$ cat src/hdl/gaussian_heat_source_point_defines.svh
// assertion helpers shared by the heat source point block
`ifndef GAUSSIAN_HEAT_SOURCE_POINT_DEFINES_SVH
`define GAUSSIAN_HEAT_SOURCE_POINT_DEFINES_SVH

// same-cycle implication, disabled while reset is asserted
`define GHS_ASSERT_IMP(label, clk, rst_n, ante, cons, msg) \
  label: assert property (@(posedge clk) disable iff (!rst_n) (ante) |-> (cons)) \
    else $error(msg);

// next-cycle implication, disabled while reset is asserted
`define GHS_ASSERT_NXT(label, clk, rst_n, ante, cons, msg) \
  label: assert property (@(posedge clk) disable iff (!rst_n) (ante) |=> (cons)) \
    else $error(msg);

`endif

$ cat src/hdl/ghs_pkg.sv
package ghs_pkg;

  localparam int POS_W      = 11;
  localparam int CENTER_W   = 10;
  localparam int COEF_W     = 24;
  localparam int SCALE_W    = 32;
  localparam int HEAT_W     = 32;
  localparam int CFG_IDX_W  = 3;
  localparam int CFG_DATA_W = 32;

  // grid points per axis; positions count from one
  localparam int AXIS_POINTS = 1024;

  // exp argument layout, unsigned Q.24
  localparam int ARG_FRAC_W = 24;
  localparam int ARG_LIMIT  = 16 << ARG_FRAC_W;
  localparam int RED_W      = 20;
  localparam int EXP_STEPS  = 9;
  localparam int R32_W      = RED_W + 8;
  localparam int R2_W       = 2 * R32_W - 32;
  localparam int R3_W       = R2_W + R32_W - 32;
  localparam int P_W        = 33;

  // floor(x/6) = (x * DIV6_MUL) >> DIV6_SHIFT for x < 2^21
  localparam logic [19:0] DIV6_MUL   = 20'd699051;
  localparam int          DIV6_SHIFT = 22;
  localparam int          Q_W        = R3_W - 2;

  // exp(-w) in Q0.32 for w = 16, 8, 4, 2, 1, 1/2, 1/4, 1/8, 1/16
  localparam logic [31:0] EXP_TAB [EXP_STEPS] = '{
    32'd483,        32'd1440801,    32'd78665070,
    32'd581260614,  32'd1580030169, 32'd2605029347,
    32'd3344923893, 32'd3790295336, 32'd4034748385
  };

  localparam int AXIS_LAT  = 8 + EXP_STEPS + 1;
  localparam int SCALE_LAT = 2;
  localparam int PIPE_LAT  = AXIS_LAT + SCALE_LAT;

  typedef enum logic [CFG_IDX_W-1:0] {
    CFG_CENTER_ROW     = 3'd0,
    CFG_CENTER_COL     = 3'd1,
    CFG_ROW_WIDTH_COEF = 3'd2,
    CFG_COL_WIDTH_COEF = 3'd3,
    CFG_PEAK_SCALE     = 3'd4
  } cfg_reg_t;

  typedef struct packed {
    logic              valid;
    logic [HEAT_W-1:0] heat;
  } heat_xfer_t;

endpackage

$ cat src/hdl/ghs_scale.sv
module ghs_scale import ghs_pkg::*; #(
  parameter int GAUSS_FRAC_BITS = 16
) (
  input  logic                       clk,
  input  logic                       en,
  input  logic [SCALE_W-1:0]         peak_scale,
  input  logic [GAUSS_FRAC_BITS-1:0] gx,
  input  logic [GAUSS_FRAC_BITS-1:0] gy,
  output logic [HEAT_W-1:0]          heat
);

  localparam int F    = GAUSS_FRAC_BITS;
  localparam int T_W  = SCALE_W + F;
  localparam int HI_W = 2 * F;
  localparam int FW   = 32 + 2 * F;

  logic [T_W-1:0]  t_r,  t_nxt;
  logic [F-1:0]    gy_r;
  logic [T_W-1:0]  lo_r, lo_nxt;
  logic [HI_W-1:0] hi_r, hi_nxt;
  logic [FW-1:0]   full;

  always_comb begin
    t_nxt  = T_W'(peak_scale) * T_W'(gx);
    // t is split at bit 32 so each product stays within a 32xGAUSS_FRAC_BITS multiplier
    lo_nxt = T_W'(t_r[31:0]) * T_W'(gy_r);
    hi_nxt = HI_W'(t_r[T_W-1:32]) * HI_W'(gy_r);
    full   = FW'(lo_r) + (FW'(hi_r) << 32);
    heat   = full[2*F +: HEAT_W];
  end

  always_ff @(posedge clk) begin
    if (en) begin
      t_r  <= t_nxt;
      gy_r <= gy;
      lo_r <= lo_nxt;
      hi_r <= hi_nxt;
    end
  end

endmodule

$ cat config.mk
export PLATFORM = sky130hd
export DESIGN_NAME = ghs_scale
export DESIGN_NICKNAME = d
export VERILOG_FILES = /design/src/hdl/gaussian_heat_source_point_defines.svh /design/src/hdl/ghs_pkg.sv /design/src/hdl/ghs_scale.sv
export SDC_FILE = /design/constraint.sdc
export NUM_CORES = 2
export LEC_CHECK = 0
export BUFFER_PORTS_ARGS = -buffer_cell sky130_fd_sc_hd__clkbuf_2
export CELL_PAD_IN_SITES_DETAIL_PLACEMENT = 1
export CELL_PAD_IN_SITES_GLOBAL_PLACEMENT = 1
export CORE_MARGIN = 2
export CORE_UTILIZATION = 50
export CTS_CLUSTER_SIZE = 40
export DETAILED_ROUTE_END_ITERATION = 10
export GPL_ROUTABILITY_DRIVEN = 0
export HOLD_SLACK_MARGIN = 0.1
export MAX_ROUTING_LAYER = met4
export PLACE_DENSITY = 0.85
export SLEW_MARGIN = 20
export SYNTH_ARGS = -nofsm -noshare
export SYNTH_HDL_FRONTEND = slang
export SYNTH_SLANG_ARGS = --single-unit
export TNS_END_PERCENT = 5
$ cat constraint.sdc
create_clock -name clk -period 10.05 [get_ports clk]
set_input_delay 0.5025 -clock clk [delete_from_list [all_inputs] [get_ports clk]]
set_output_delay 0.5025 -clock clk [all_outputs]
set_load 0.03 [all_outputs]
==> results.sh <==
export IMPL_async_flop_share=0
export IMPL_layout_common_cells="inv_1, fa_1, nand2_1"
export IMPL_finalHoldViolCount=0
export IMPL_r2r_slack_ps=1620
export IMPL_nNetsFinal=6176
export IMPL_synth_top_flop_cell="edfxtp_1"
export IMPL_die_y_um=300.4
export IMPL_viasPerCell=5.626
export IMPL_post_route_min_period_ps=8434
export IMPL_htree_levels=3
export IMPL_routed_wl_um=133100
export IMPL_vias=33099
export IMPL_fin_worst_skew_ps=23.38
export IMPL_startpoint="gy_r[2]"
export IMPL_die_w_um=300.4
export IMPL_whs_ps=235.5
export IMPL_cp_required_ps=10210
export IMPL_wl_per_cell_um=22.63
export IMPL_diodes=0
export IMPL_synth_seq_cells=112
export IMPL_fin_crit_sh=0.8392
export IMPL_postCtsSetupRepairBufs=0
export IMPL_cts_reportedPaths_clkPinSlew_ps=110
export IMPL_avgSynthCellArea_sq_um=9.141
export IMPL_grt_pass1_vias=39809
export IMPL_io_pins=98
export IMPL_endpoint="lo_r[44]"
export IMPL_die_area_sq_um=90250
export IMPL_drv_cap=0
export IMPL_synth_area_sq_um=43930
export IMPL_tightest_slew_ps=1164
export IMPL_synthDistinctLibCells=69
export IMPL_slew_violations=0
export IMPL_core_sq_um=86890
export IMPL_synth_nets=6259
export IMPL_cts_resized=0
export IMPL_cts_tree="built"
export IMPL_cts_sinks=112
export IMPL_r2r_cells=23
export IMPL_syn_to_final_growth_pct=3.722
export IMPL_status="finished clean"
export IMPL_worstPathArrival_ps=8600
export IMPL_rsz0062_at_grt="no"
export IMPL_antenna_found_initial=0
export IMPL_synthCells=4806
export IMPL_end_kind="register"
export IMPL_hold_buffers=0
export IMPL_grt_max_degree=64
export IMPL_grt_overflow_total=0
export IMPL_cts_inserted_buffers=9
export IMPL_timing_setup_tns_ps=0
export IMPL_worst_setup_path_start_kind="register"
export IMPL_cts_path_max_buffers=2
export IMPL_slew_headroom=0.2037
export IMPL_rows=108
export IMPL_port_buffers=97
export IMPL_crit_type="reg2reg"
export IMPL_grt_util_all_layers=0.3163
export IMPL_r2r_end="lo_r[44]"
export IMPL_finalSetupViolations=0
export IMPL_final_layout_size_suffix_gt1_frac=0.03532
export IMPL_firstDrtPassIters=5
export IMPL_hold_class="in2reg"
export IMPL_drt_iter0_drc=1889
export IMPL_path_max_fanout=27
export IMPL_rr_startpoint="gy_r[2]"
export IMPL_insertion_delay_ps=430
export IMPL_drt_drc_violations_left=0
export IMPL_yosysSeqAreaShare=0.07656
export IMPL_dp_hpwl_um=104300
export IMPL_start_util=0.5056
export IMPL_synth_edf_count=112
export IMPL_final_antenna_net_count=0
export IMPL_fillers=10079
export IMPL_clock_fmax_mhz=118.6
export IMPL_layout_commonest_cell="inv_1"
export IMPL_cts_root_buf="clkbuf_16"
export IMPL_grt_pass1_wl_um=214500
export IMPL_ys_warn_count=0
## kinds of logic after synthesis
kind of cell	after synthesis	synth area share
AOI/OAI and AO/OA	325	0.04873
DFF	112	0.07656
xor gates and xnor gates	114	0.02273
and+or+nand+nor	1518	0.1653
muxes	1	0.0002279
adders and majority gates	1387	0.5710
buffers and inverters	1349	0.1154
## Yosys cell counts (8+ instances only)
library cell / instances / area share
xor2_1: 40 / 0.0080
nand3_1: 22 / 0.0025
a21o_1: 59 / 0.010
and2_1: 511 / 0.073
nand2b_1: 8 / 0.0011
a21oi_1: 111 / 0.013
a221oi_1: 10 / 0.0020
xnor2_1: 74 / 0.015
and3_1: 16 / 0.0023
o21a_1: 11 / 0.0019
nand2_1: 831 / 0.071
inv_1: 1131 / 0.097
nor2b_1: 11 / 0.0016
edfxtp_1: 112 / 0.077
ha_1: 357 / 0.10
nor3_1: 18 / 0.0021
nor2_1: 52 / 0.0044
o21ai_0: 48 / 0.0055
clkbuf_1: 214 / 0.018
o21bai_1: 14 / 0.0024
fa_1: 1030 / 0.47
nand4_1: 20 / 0.0028
## state kept, by name, summed over array words and instances, names as in the netlist
signal,count
t_r,48
gy_r,16
lo_r,16
hi_r,32
## per-layer routing
| layer | vias up | part of all wire | wire (um) | track usage |
|---|---|---|---|---|
| li1 | 13976 | - | - | - |
| met1 | 17358 | 0.38 | 50460 | 0.3691 |
| met2 | 1327 | 0.51 | 68540 | 0.5571 |
| met3 | 438 | 0.059 | 7800 | 0.03124 |
| met4 | 0 | 0.048 | 6354 | 0.1335 |
| met5 | - | 0 | 0 | - |
## metrics by stage
stage | utilization | std cells | cell area [sq um] | worst slack (ps)
floorplan | - | 4806 | 43930 | 3562
global placement | 0.5207 | 5867 | 45240 | 2184
detailed placement | 0.5207 | 5867 | 45240 | 1947
CTS | 0.5244 | 5883 | 45570 | 1733
global route | 0.5244 | 5883 | 45570 | 1446
finish | 0.5244 | 5883 | 45570 | 1616
## worst min-delay path by stage
stage / start / endpoint / slack (ps) / cells past startpoint
after floorplan: gy[0] / gy_r[0] / 600 / 0
after global placement: gy[15] / gy_r[15] / 680 / 1
after detailed placement: gy[10] / gy_r[10] / 680 / 1
after CTS: gy[10] / gy_r[10] / 230 / 1
after global routing: gy[10] / gy_r[10] / 250 / 1
final: gy[15] / gy_r[15] / 240 / 1
## critical path, stage by stage (launching register included)
cell	delay, ps
edfxtp_1	1090
buf_4	510
nand2_1	130
fa_1	540
inv_1	70
fa_1	540
inv_1	60
fa_1	510
inv_1	60
fa_1	480
fa_1	500
inv_1	50
fa_1	480
inv_1	50
ha_1	330
a211oi_1	260
nor2_1	80
a311oi_1	270
o21ai_0	170
o31ai_1	830
o21ai_1	370
a31o_2	360
a21oi_1	270
xnor2_1	140
## area by class of cell
type / count / area (sq um) / area share
multi-input cells: 3345 / 35500 / 0.7791
well taps: 1155 / 1445 / 0.03172
flip-flops and latches: 112 / 3363 / 0.07381
clock buffers: 9 / 225.2 / 0.004943
inverters: 1131 / 4245 / 0.09317
repair buffers: 124 / 690.7 / 0.01516
clock inverters: 7 / 97.59 / 0.002142
Power is left out: the tool's default activity adds up to more than one toggle a clock period on the data nets, which glitch-free logic cannot reach.
