===== config.mk =====
export PLATFORM = sky130hd
export DESIGN_NAME = ghs_obuf
export DESIGN_NICKNAME = d
export VERILOG_FILES = /design/src/hdl/gaussian_heat_source_point_defines.svh /design/src/hdl/ghs_pkg.sv /design/src/hdl/ghs_obuf.sv
export SDC_FILE = /design/constraint.sdc
export NUM_CORES = 1
export LEC_CHECK = 0
export BUFFER_PORTS_ARGS = -buffer_cell sky130_fd_sc_hd__buf_2
export CAP_MARGIN = 0
export CORE_ASPECT_RATIO = 1.75
export CORE_MARGIN = 1.5
export CORE_UTILIZATION = 54
export CTS_BUF_LIST = sky130_fd_sc_hd__clkbuf_8
export DETAILED_ROUTE_END_ITERATION = 16
export GPL_TIMING_DRIVEN = 0
export PLACE_DENSITY = 0.91
export SETUP_SLACK_MARGIN = 0.15
export SLEW_MARGIN = 30
export SYNTH_ARGS = -nofsm -noshare
export SYNTH_HDL_FRONTEND = slang
export SYNTH_SLANG_ARGS = --single-unit

===== constraint.sdc =====
create_clock -name clk -period 3.11 [get_ports clk]
set_clock_uncertainty 0.2 [all_clocks]
set_input_delay 0.311 -clock clk [delete_from_list [all_inputs] [get_ports clk]]
set_output_delay 0.311 -clock clk [all_outputs]
set_load 0.005 [all_outputs]

===== src/hdl/gaussian_heat_source_point_defines.svh =====
// assertion helpers shared by the heat source point block
`ifndef GAUSSIAN_HEAT_SOURCE_POINT_DEFINES_SVH
`define GAUSSIAN_HEAT_SOURCE_POINT_DEFINES_SVH

// same-cycle implication, disabled while reset is asserted
`define GHS_ASSERT_IMP(label, clk, rst_n, ante, cons, msg) \
  label: assert property (@(posedge clk) disable iff (!rst_n) (ante) |-> (cons)) \
    else $error(msg);

// next-cycle implication, disabled while reset is asserted
`define GHS_ASSERT_NXT(label, clk, rst_n, ante, cons, msg) \
  label: assert property (@(posedge clk) disable iff (!rst_n) (ante) |=> (cons)) \
    else $error(msg);

`endif


===== src/hdl/ghs_pkg.sv =====
package ghs_pkg;

  localparam int POS_W      = 11;
  localparam int CENTER_W   = 10;
  localparam int COEF_W     = 24;
  localparam int SCALE_W    = 32;
  localparam int HEAT_W     = 32;
  localparam int CFG_IDX_W  = 3;
  localparam int CFG_DATA_W = 32;

  // grid points per axis; positions count from one
  localparam int AXIS_POINTS = 1024;

  // exp argument layout, unsigned Q.24
  localparam int ARG_FRAC_W = 24;
  localparam int ARG_LIMIT  = 16 << ARG_FRAC_W;
  localparam int RED_W      = 20;
  localparam int EXP_STEPS  = 9;
  localparam int R32_W      = RED_W + 8;
  localparam int R2_W       = 2 * R32_W - 32;
  localparam int R3_W       = R2_W + R32_W - 32;
  localparam int P_W        = 33;

  // floor(x/6) = (x * DIV6_MUL) >> DIV6_SHIFT for x < 2^21
  localparam logic [19:0] DIV6_MUL   = 20'd699051;
  localparam int          DIV6_SHIFT = 22;
  localparam int          Q_W        = R3_W - 2;

  // exp(-w) in Q0.32 for w = 16, 8, 4, 2, 1, 1/2, 1/4, 1/8, 1/16
  localparam logic [31:0] EXP_TAB [EXP_STEPS] = '{
    32'd483,        32'd1440801,    32'd78665070,
    32'd581260614,  32'd1580030169, 32'd2605029347,
    32'd3344923893, 32'd3790295336, 32'd4034748385
  };

  localparam int AXIS_LAT  = 8 + EXP_STEPS + 1;
  localparam int SCALE_LAT = 2;
  localparam int PIPE_LAT  = AXIS_LAT + SCALE_LAT;

  typedef enum logic [CFG_IDX_W-1:0] {
    CFG_CENTER_ROW     = 3'd0,
    CFG_CENTER_COL     = 3'd1,
    CFG_ROW_WIDTH_COEF = 3'd2,
    CFG_COL_WIDTH_COEF = 3'd3,
    CFG_PEAK_SCALE     = 3'd4
  } cfg_reg_t;

  typedef struct packed {
    logic              valid;
    logic [HEAT_W-1:0] heat;
  } heat_xfer_t;

endpackage


===== src/hdl/ghs_obuf.sv =====
module ghs_obuf import ghs_pkg::*; (
  input  logic              clk,
  input  logic              rst_n,
  input  heat_xfer_t        push,
  output logic              ready,
  output logic              out_valid,
  input  logic              out_stall,
  output logic [HEAT_W-1:0] out_heat
);

  logic              out_valid_r, out_valid_nxt;
  logic [HEAT_W-1:0] out_heat_r,  out_heat_nxt;
  logic              skid_valid_r, skid_valid_nxt;
  logic [HEAT_W-1:0] skid_heat_r,  skid_heat_nxt;
  logic              pop;

  always_comb begin
    pop            = out_valid_r && !out_stall;
    out_valid_nxt  = out_valid_r;
    out_heat_nxt   = out_heat_r;
    skid_valid_nxt = skid_valid_r;
    skid_heat_nxt  = skid_heat_r;
    if (skid_valid_r) begin
      // pipeline is held while the skid entry is occupied
      if (pop) begin
        out_heat_nxt   = skid_heat_r;
        skid_valid_nxt = 1'b0;
      end
    end else if (push.valid) begin
      if (!out_valid_r || pop) begin
        out_valid_nxt = 1'b1;
        out_heat_nxt  = push.heat;
      end else begin
        skid_valid_nxt = 1'b1;
        skid_heat_nxt  = push.heat;
      end
    end else if (pop) begin
      out_valid_nxt = 1'b0;
    end
  end

  always_ff @(posedge clk) begin
    if (!rst_n) begin
      out_valid_r  <= 1'b0;
      skid_valid_r <= 1'b0;
    end else begin
      out_valid_r  <= out_valid_nxt;
      skid_valid_r <= skid_valid_nxt;
    end
  end

  always_ff @(posedge clk) begin
    out_heat_r  <= out_heat_nxt;
    skid_heat_r <= skid_heat_nxt;
  end

  assign ready     = !skid_valid_r;
  assign out_valid = out_valid_r;
  assign out_heat  = out_heat_r;

endmodule


==> run summary <==
The flow ran to the end, and the final reports show no timing, DRC or antenna violations. The mapped netlist covers 2550 um2. Global routing finished with a remaining overflow of 0. The tools report the number of global-route vias before repair as 1494. STA classifies the critical path startpoint as a register.

Setup violations remaining at the end of the flow were counted as 0. Yosys mapped the design onto 15 distinct sky130hd cell types. The count of buffers added by post-CTS timing repair for setup is 0.

The die height works out to 93.91 um. The mean cell area of the mapped netlist came out at 22.37 um2. At the end of the flow the core is filled with cells to 78.18%. The routed wirelength normalized by instance count is 16.86 um, and the total number of H-tree levels is 3. The hold slack was 69.63 ps; the time the final worst path needs with I/O delays and setup was 2056 ps.

The maximum clock insertion buffer count came out at 2. The hold violation total from the final report came out at 0. The first global-routing pass estimated 7217 um of wire.

The layout cell share with drive strength beyond 1 came out at 51.50%. For this run, the leading register cell type out of synthesis is sky130_fd_sc_hd__edfxtp_1. The largest net degree at the start of global routing is 18, and the effective utilization at floorplan is 56.86%. TritonCTS built the clock tree.

The register clock-pin slew on the reported worst setup and hold paths was 60 ps. The tools report the TritonCTS sink count as 66. The die is 54.95 um wide. The number of max-slew violations in the final report was 0. After detailed routing, the number of vias per cell comes to 5.085. For the worst setup path, the data required time is 2960 ps. Placed instance count: 236. The largest total area in the synthesized netlist belongs to sky130_fd_sc_hd__edfxtp_1. Timing would allow up to 486.4 MHz.

Setup total negative slack on the finished layout was measured at 0 ps. The first detailed-routing pass ran for 4 iterations. The detailed router finished its first iteration with 26 violations. The routability congestion estimate was 0.6495. The count of flip-flops with a built-in enable after synthesis is 64.

After synthesis the netlist holds a flip-flop and latch count of 66. The total global-route track usage was 21.00%; the relative slew slack was 56.98%. The path class of the tightest hold or removal check is primary input to register. Overall via count from detail_route: 1444. After synthesis, the share of flip-flops with an asynchronous set or reset is 0%. Once detail routing completed, the nets flagged for antenna violations numbered 0. The aggregate routed wire length was 4787 um; the layout overhead on the synthesized area was 37.49%. For this run, design rule violations remaining after detail routing come to 0.

The post-route clock period utilization was 66.11%; the number of nets in the synthesized netlist was 150. For the number of top-level design ports, the log shows 70. In this run the standard cell core region covers 4484 um2. The tree is rooted in a sky130_fd_sc_hd__clkbuf_8.

Sequential elements use 76.94% of the synthesized area. In this run the power density over the cells is 523.0 nW/um2. The logs give 0 for the initial antenna violation count and 0 for the total number of yosys warnings. The critical path in this run is classified as register to register.

The floorplan step defined a die boundary enclosing 5160 um2. 0 antenna diodes ended up in the layout. The logs give 114 for the number of instances in the synthesized netlist and 0.4757 mV for the peak ir drop on the vdd network. By instance count, the leading cell after synthesis is sky130_fd_sc_hd__edfxtp_1. Clock latency on the worst-skew pair, taken at its later pin, is 340 ps. The number of buffers added on ports was 69. The synthesized design devotes to its leading area cell type 75.37% of total area.

After filler insertion, the fill cell instance count of the layout stands at 265. STA puts the critical path data arrival time at 1900 ps. Clock tree synthesis inserted a total of 9 buffers. For this design the static power due to leakage is 0.001400 uW. The transition time at the pin with the least slew margin is 643.7 ps, and the number of nets in the finished design is 264. The number of violations of the max-capacitance limit was 0; the HPWL reported at the end of detailed placement was 2967 um.

By count the netlist is led by sky130_fd_sc_hd__edfxtp_1, sky130_fd_sc_hd__mux2_4, sky130_fd_sc_hd__mux2_2. Row generation in the floorplan step produced 32 rows. Setup repair after global routing left no endpoint under its margin.

The worst setup path is captured at a register. In this run the worst path has a maximum fanout of 17. The finished layout holds 284 standard cells, fillers aside.

By area the synthesized netlist is led by sky130_fd_sc_hd__edfxtp_1, sky130_fd_sc_hd__mux2_4, sky130_fd_sc_hd__mux2_2, sky130_fd_sc_hd__buf_12, sky130_fd_sc_hd__dfxtp_1.
==> where the power goes <==
group	switching, uW	leakage [uW]	internal [uW]	total (uW)
sequential	11.7	0.000615	1030	1050
combinational	88.3	0.000696	131	219
clock	296	0.0000879	272	568
==> layout make-up <==
| cell class | count | area [um2] | area share [%] |
|---|---|---|---|
| Sequential cell | 66 | 1962 | 55.96 |
| Buffer | 4 | 71.32 | 2.034 |
| Multi-Input combinational cell | 42 | 528.0 | 15.06 |
| Inverter | 2 | 7.507 | 0.2141 |
| Clock buffer | 9 | 123.9 | 3.533 |
| Timing Repair Buffer | 103 | 720.7 | 20.56 |
| Tap cell | 51 | 63.81 | 1.820 |
| Clock inverter | 7 | 28.78 | 0.8208 |
==> stage by stage <==
step           worst slack, ps  power (uW)  cell area [um2]
2_1_floorplan            257.3        1162             2550
5_1_grt                  990.1        1900             3506
3_5_place_dp              1086        1252             3033
4_1_cts                   1071        1843             3506
6_report                  1054        1834             3506
3_3_place_gp            -448.5        1232             2959
==> cells by family after synthesis <==
logic type / share of synthesized area [%]
buffers and inverters: 3.091
AND/OR/NAND/NOR: 1.129
multiplexers: 17.96
AO/OA/AOI/OAI: 0.8832
flip-flops: 76.94
==> worst max-delay path, stage by stage, from the launching register on <==
cell and delay [ps]:
sky130_fd_sc_hd__dfxtp_1 320, sky130_fd_sc_hd__buf_6 160, sky130_fd_sc_hd__nand2b_1 260, sky130_fd_sc_hd__a21boi_4 590, sky130_fd_sc_hd__buf_16 230
==> layout by cell type (no fill, tap or decap), types with 3 or more instances in the layout <==
cell / count
sky130_fd_sc_hd__mux2_2: 6
sky130_fd_sc_hd__dlygate4sd3_1: 32
sky130_fd_sc_hd__buf_12: 3
sky130_fd_sc_hd__buf_2: 69
sky130_fd_sc_hd__mux2_4: 26
sky130_fd_sc_hd__clkbuf_8: 9
sky130_fd_sc_hd__inv_1: 4
sky130_fd_sc_hd__edfxtp_1: 64
sky130_fd_sc_hd__clkinv_1: 3
==> repair_timing <==
item | 4_1_cts | 5_1_grt
hold endpoints to repair | 32 | 0
hold buffers | 32 | 0
resized for setup | 0 | 0
==> path summary, 6_finish.rpt <==
kind              cells past startpoint  slack [ps]             from           end
setup reg to reg                      4        1050     skid_valid_r  out_heat[13]
hold / removal                        3          70            rst_n     out_valid
hold reg to reg                       1         350  skid_heat_r[10]  out_heat[10]
setup / recovery                      4        1050     skid_valid_r  out_heat[13]
==> per-layer routing <==
metal	up-vias	wire [um]	global-route usage (%)	part of all wire, %
met2	47	2641	33.93	55
met4	0	92	9.146	1.9
met1	713	1856	23.86	39
met3	6	197	8.121	4.1
li1	678	-	-	-
met5	-	0	0	0
==> flip-flops by register name, indices dropped and copies added, names as in the netlist <==
register and flops:
out_valid 1, skid_heat_r 32, skid_valid_r 1, out_heat 32
(Power assumes the default switching activity.)
